[config.mk]
export PLATFORM = sky130hd
export DESIGN_NAME = mpmsm_ctrl
export DESIGN_NICKNAME = d
export VERILOG_FILES = /design/src/rtl/mpmsm_pkg.sv /design/src/rtl/mpmsm_ctrl.sv
export SDC_FILE = /design/constraint.sdc
export NUM_CORES = 1
export LEC_CHECK = 0
export ABC_CLOCK_PERIOD_IN_PS = 3100
export BUFFER_PORTS_ARGS = -buffer_cell sky130_fd_sc_hd__clkbuf_2
export CORE_MARGIN = 8
export CORE_UTILIZATION = 40
export CTS_BUF_LIST = sky130_fd_sc_hd__clkbuf_8
export DETAILED_ROUTE_END_ITERATION = 12
export HOLD_SLACK_MARGIN = 0.02
export PLACE_DENSITY = 0.69
export SYNTH_ARGS = -nofsm -noshare
export SYNTH_HDL_FRONTEND = slang
export SYNTH_SLANG_ARGS = --single-unit
[constraint.sdc]
create_clock -name clock -period 3.1 [get_ports clock]
set_input_delay 0.31 -clock clock [delete_from_list [all_inputs] [get_ports clock]]
set_output_delay 0.31 -clock clock [all_outputs]
set_load 0.02 [all_outputs]
[src/rtl/mpmsm_pkg.sv]
// Shared types and constants for the multi-pattern star marker.
// No dependencies.
`timescale 1ns / 1ps
`default_nettype none
package mpmsm_pkg;

   localparam int NUM_PATTERNS_DEF = 16;
   localparam int MAX_PAT_LEN_DEF  = 32;

   localparam int CNT_CFG_W  = 5;
   localparam int TYPE_W     = 2;
   localparam int SLOT_IN_W  = 4;
   localparam int POS_IN_W   = 5;
   localparam int BYTE_W     = 8;
   localparam int LEN_IN_W   = 6;

   typedef logic [TYPE_W-1:0] req_code_type;
   localparam req_code_type REQ_PAT_BYTE = 2'd0;
   localparam req_code_type REQ_PAT_LEN  = 2'd1;
   localparam req_code_type REQ_TEXT     = 2'd2;

   typedef struct packed {
      logic accept;     // request transaction taken this cycle
      logic rd_en;      // read one dictionary row and its length
      logic pop;        // release oldest held byte into the output register
      logic pop_flush;  // release is part of a flush
   } dp_cmd_type;

   typedef struct packed {
      logic out_free;   // output register can take a byte this cycle
      logic held_full;  // window holds the maximum number of bytes
      logic held_one;   // window holds exactly one byte
   } dp_status_type;

endpackage
`default_nettype wire

[src/rtl/mpmsm_ctrl.sv]
// Controller: accepts requests, sequences the dictionary scan and byte release.
// Depends on mpmsm_pkg.
`timescale 1ns / 1ps
`default_nettype none
module mpmsm_ctrl #(
   parameter int NUM_PATTERNS = mpmsm_pkg::NUM_PATTERNS_DEF,
   localparam int SLOT_W = (NUM_PATTERNS > 1) ? $clog2(NUM_PATTERNS) : 1,
   localparam int CNT_W  = $clog2(NUM_PATTERNS + 1)
) (
   input  wire logic                          clock,
   input  wire logic                          reset,
   input  wire logic                          req_valid,
   input  wire logic [mpmsm_pkg::TYPE_W-1:0]  req_type,
   input  wire logic                          last_in,
   output logic                               req_ready,
   input  wire mpmsm_pkg::dp_status_type      status,
   input  wire logic [CNT_W-1:0]              active_cnt,
   output mpmsm_pkg::dp_cmd_type              cmd,
   output logic [SLOT_W-1:0]                  scan_slot
);
   import mpmsm_pkg::*;

   typedef enum logic [2:0] {
      S_IDLE,
      S_SCAN,
      S_SETTLE,
      S_EMIT,
      S_FLUSH
   } state_type;

   state_type        state_ff, state_in;
   logic [CNT_W-1:0] cnt_ff, cnt_in;
   logic             last_flag_ff, last_flag_in;

   always_comb begin
      state_in     = state_ff;
      cnt_in       = cnt_ff;
      last_flag_in = last_flag_ff;
      cmd          = '0;
      case (state_ff)
         S_IDLE: begin
            if (req_valid) begin
               cmd.accept = 1'b1;
               if (req_type == REQ_TEXT) begin
                  state_in     = S_SCAN;
                  cnt_in       = '0;
                  last_flag_in = last_in;
               end
            end
         end
         S_SCAN: begin
            if (cnt_ff < active_cnt) begin
               cmd.rd_en = 1'b1;
               cnt_in    = cnt_ff + CNT_W'(1);
            end else begin
               state_in = S_SETTLE;
            end
         end
         S_SETTLE: begin
            // marks are final here
            if (last_flag_ff) begin
               state_in = S_FLUSH;
            end else if (status.held_full) begin
               state_in = S_EMIT;
            end else begin
               state_in = S_IDLE;
            end
         end
         S_EMIT: begin
            if (status.out_free) begin
               cmd.pop  = 1'b1;
               state_in = S_IDLE;
            end
         end
         S_FLUSH: begin
            if (status.out_free) begin
               cmd.pop       = 1'b1;
               cmd.pop_flush = 1'b1;
               if (status.held_one) begin
                  state_in = S_IDLE;
               end
            end
         end
         default: begin
            state_in = S_IDLE;
         end
      endcase
   end

   always_ff @(posedge clock) begin
      if (reset) begin
         state_ff     <= S_IDLE;
         cnt_ff       <= '0;
         last_flag_ff <= 1'b0;
      end else begin
         state_ff     <= state_in;
         cnt_ff       <= cnt_in;
         last_flag_ff <= last_flag_in;
      end
   end

   assign req_ready = (state_ff == S_IDLE);
   assign scan_slot = cnt_ff[SLOT_W-1:0];

endmodule
`default_nettype wire

After elaboration in Yosys (flattened, before gate mapping)
Index checks and enable logic that the tools add are counted.
- add/sub/neg operators: 1
- multiply operators: 0
- divide/modulo/power cells: 0
- order comparisons: 1
- eq/ne operators: 12
- shift-type cells: 0
- muxes and demuxes: 21
- bitwise operators: 0
- reductions and logical operators: 5
- operators by type and width (cell ; count):
    two-way mux 3 bit ; 7
    two-way mux 5 bit ; 3
    case mux 3 bit (5 select lines) ; 1
    inequality test 2 bit, second input constant ; 6
    case mux 5 bit (2 select lines) ; 1
    equality test 3 x 2 -> 1 bit, second input constant ; 2
    two-way mux 1 bit ; 6
    AND reduction 6 bit ; 1
    adder 5 x 1 -> 5 bit, second input constant ; 1
    less-than comparator 5 bit ; 1
    two-way mux 2 bit ; 2
    AND reduction 4 bit ; 1
    equality test 3 x 1 -> 1 bit, second input constant ; 1
    equality test 3 bit, second input constant ; 1
    logical NOT 3 bit ; 1
    AND reduction 3 bit ; 1
    equality test 2 bit, second input constant ; 1
    inequality test 2 x 1 -> 1 bit, second input constant ; 1
    case mux 1 bit (2 select lines) ; 1
    nonzero test 2 bit ; 1
- register bits after elaboration: 9
- latch bits: 0
- RAM bits: 0
- ROM bits: 0
- bits of input ports: 14
- output and inout port bits: 9
- logic and storage cells: 43
- memories: 0

Longest topological paths before layout
- word-level depth: 4
- mapped depth: 8
- mapped depth without buffers: 7

Worst setup path before layout
No wires, ideal clock.
- kind: reg2reg
- start point: register state_ff[0]
- end point: register cnt_ff[0]
- setup time: 0.125 ns
- arrival: 1.696 ns
- required time: 2.975 ns
- slack: 1.279 ns
- stages on the path, launching flop included: 7
- path buffers: 1
- period minus slack after synthesis: 1.821 ns
- path through: dfxtp_1 > buf_2 > nor3_1 > nor3b_1 > nand2b_1 > mux2_4 > nor2_1
- longest elaborated chain between the ends: 3
- elaborated cells on any way between the ends: 8
- those cells by class: 4 x eq/ne; 1 x mux; 3 x reduce/logical
- ends and longest elaborated chain (what ; RTL line ; source):
    start, declared ; mpmsm_ctrl.sv:31 ; state_type state_ff, state_in;
    start signal, assigned ; mpmsm_ctrl.sv:96 ; state_ff <= state_in;
    logical NOT 3 bit (*) ; -- ;
    net req_ready ; mpmsm_ctrl.sv:15 ; output logic req_ready,
    inequality test 2 x 1 -> 1 bit (no line), or another cell as far along ; -- ;
    AND reduction 4 bit (no line) ; -- ;
    end signal, assigned ; mpmsm_ctrl.sv:97 ; cnt_ff <= cnt_in;
    end, declared ; mpmsm_ctrl.sv:32 ; logic [CNT_W-1:0] cnt_ff, cnt_in;
Mark *: on every way through the listed nets, which the timed path passes. The rest lies on a longest branch.
A chain may end at the register's enable or synchronous reset.

==> summary.md <==
| Metric | Value |
|---|---|
| Status | finished clean |
| Slowest stage cell, crit path | dfxtp_1 |
| Core area | 0.00151 mm^2 |
| Register area share after synthesis | 28.2% |
| Starting Density | 42.4% |
| 1st-iter DRT viols | 9 |
| Ranking of synthesized cells by area | dfxtp_1 28%, ha_1 9.8%, nand3_1 8.6% |
| Async SR Flop Fraction | 0% |
| Design area | 764 um^2 |
| Tightest Hold Check Type | input pin to flip-flop |
| CTS tree | yes |
| Critical path arrival | 1.79 ns |
| Vias | 613 |
| Post-route ant nets | 0 |
| Number of synthesis warnings | 0 |
| Final wirelength | 1.43 mm |
| Syn Nets | 100 |
| First-pass GRT wire length | 2.46 mm |
| Peak Freq | 477 MHz |
| Seq cells post-synth | 9 |
| PD cells | 399 mW/mm^2 |
| Ports | 23 |
| Biggest area consumer among synthesized cells | dfxtp_1 |
| Hpwl dp | 1.15 mm |
| Most frequent cell after synthesis | nand3_1 |
| Total track usage | 9.29% |
| # rows | 14 |
| Pleak | 0.377 nW |
| DRC violations left | 0 |
| Die Y | 56.0 um |
| WS Path Type | flip-flop to output port |
| TritonRoute pass-1 iters | 4 |
| Fin. Hold Viols | 0 |
| Largest net degree at the start of global routing | 13 |
| Clk buf depth | 2 |
| Clk Tree Root Cell | clkbuf_8 |
| Flop-to-flop setup slack | 1.16 ns |
| Max Slew Vio Count | 0 |
| Post-layout minimum cycle time | 2.10 ns |
| Port Buffer Count | 22 |
| WL/cell | 12.3 um |
| Final period util | 67.6% |
| Utilization after layout | 50.7% |
| Clock Pin Slew Worst Setup and Hold Paths | 0.04 ns |
| Startpoint types | flip-flop |
| Area grow syn2layout | 19.6% |
| Final std cells w/o fill | 116 |
| CP bufs+invs | 2 |
| Post-synth top area share | 28.2% |
| Avg Inst Size Synth | 7.89 um^2 |
| Resized Gates After CTS | 0 |
| Initial antenna violation count | 0 |
| Max_cap viols | 0 |
| Maximum vdd drop | 334 uV |
| Max incr delay on CP | 0.51 ns |
| Clk_lat worst skew | 0.23 ns |
| Number of global-route vias before repair | 599 |
| Worst slew pin tran | 0.752 ns |
| Mapped Area | 639 um^2 |
| Crit-path cells | or4b_1, a21oi_2, o21ai_2, inv_1, clkbuf_2 |
| Die area | 0.00313 mm^2 |
| Die Width | 56.0 um |
| CTS Buf Count | 3 |
| Required @ worst endpoint | 2.79 ns |
| Post-synth top cells | 11 x nand3_1, 9 x dfxtp_1, 6 x nand2_1 |
| Share of layout cells above drive strength 1 | 28.0% |
| NumNets Final | 120 |
| Final Wtd Congestion | 0.732 |
| Via/cell ratio | 5.28 |
| Clock Skew | 0.000594 ns |
| Placed cells | 112 |
| Synth Flop Type | dfxtp_1 |
| Setup bufs post-CTS | 0 |
| Crit path max-delay family | flip-flops |
| Number of enable flip-flop cells after synthesis | 0 |
| GR Overflow Total | 0 |
| Hold Slack | 0.321 ns |
| Number of diodes | 0 |
| Synth Instances | 81 |
| Slew HR | 49.1% |
| Synth cell types | 29 |
| Area after DPL | 719 um^2 |
| Crit-path max FO | 12 |
| # setup viols final | 0 |
| Sum Neg Setup Slack | 0 ns |
| Clk sink count | 9 |
| CTS hold repair buffers | 0 |
| Setup crit end kind | output port |
| RSZ-0062 raised after global routing | false |
| H-tree lvl count | 1 |
-- tightest hold or removal path: stages --
cell      delay (ns)
clkbuf_2        0.08
mux2i_1         0.05
nor2_1          0.07
-- per-stage QoR --
stage                     total power (W)  setup slack, ns
after CTS                        0.000309            0.993
after global placement           0.000179             1.15
final                            0.000305             1.00
after detailed placement         0.000180             1.07
after floorplan                  0.000165             1.28
after global routing             0.000324            0.876
-- registers in the layout, summed over array words and instances, names as in the netlist --
name	count
last_flag_ff	1
state_ff	3
cnt_ff	5
-- per-layer routing --
metal / share of wire (%) / wire length (um) / vias to the layer above / track usage (%)
li1: - / - / 322 / -
met1: 45 / 646 / 279 / 9.76
met2: 49 / 706 / 12 / 16.0
met3: 5.3 / 76 / 0 / 5.48
met4: 0 / 0 / 0 / 1.03
met5: 0 / 0 / - / 0
-- report_power, final --
| part | internal [W] | total, W | switching (W) |
|---|---|---|---|
| Clock | 0.0000857 | 0.000127 | 0.0000408 |
| Sequential | 0.000120 | 0.000126 | 0.00000659 |
| Combinational | 0.0000236 | 0.0000519 | 0.0000282 |
| Total | 0.000229 | 0.000305 | 0.0000757 |
-- final cells by class --
| class | instances | area, um^2 |
|---|---|---|
| multi-input combinational | 60 | 390 |
| clock inverter | 1 | 3.75 |
| inverter | 5 | 18.8 |
| clock buffer | 3 | 41.3 |
| timing repair buffer | 22 | 110 |
| sequential | 9 | 180 |
| tap | 16 | 20.0 |
| fill | 164 | 742 |
-- layout by cell type, fill, tap and decap left out, types with 4 or more instances in the layout --
master    synthesis  routed
clkbuf_2          0      22
dfxtp_1           9       9
ha_1              5       5
inv_1             5       6
nand2_1           6       6
nand2b_1          4       4
nand3_1          11      11
nor2_1            5       5
-- kinds of logic (layout without fill, tap and decap cells) --
logic type | count (synthesis) | after routing | share of synthesized area, %
simple gates | 42 | 42 | 36.2
buf+inv | 12 | 31 | 10.8
compound gates | 11 | 11 | 11.2
flops | 9 | 9 | 28.2
fa+ha+maj | 5 | 5 | 9.78
mux | 2 | 2 | 3.91
-- worst paths after layout --
check	to	cells past startpoint	startpoint
setup / recovery	cmd[2]	5	state_ff[0]$_SDFFE_PP0P_
hold / removal	last_flag_ff$_SDFFE_PP0P_	3	last_in
setup reg to reg	cnt_ff[3]$_SDFFE_PP0P_	5	state_ff[0]$_SDFFE_PP0P_
hold reg to reg	last_flag_ff$_SDFFE_PP0P_	2	last_flag_ff$_SDFFE_PP0P_
Note: power is estimated with default switching activity, not from simulation.
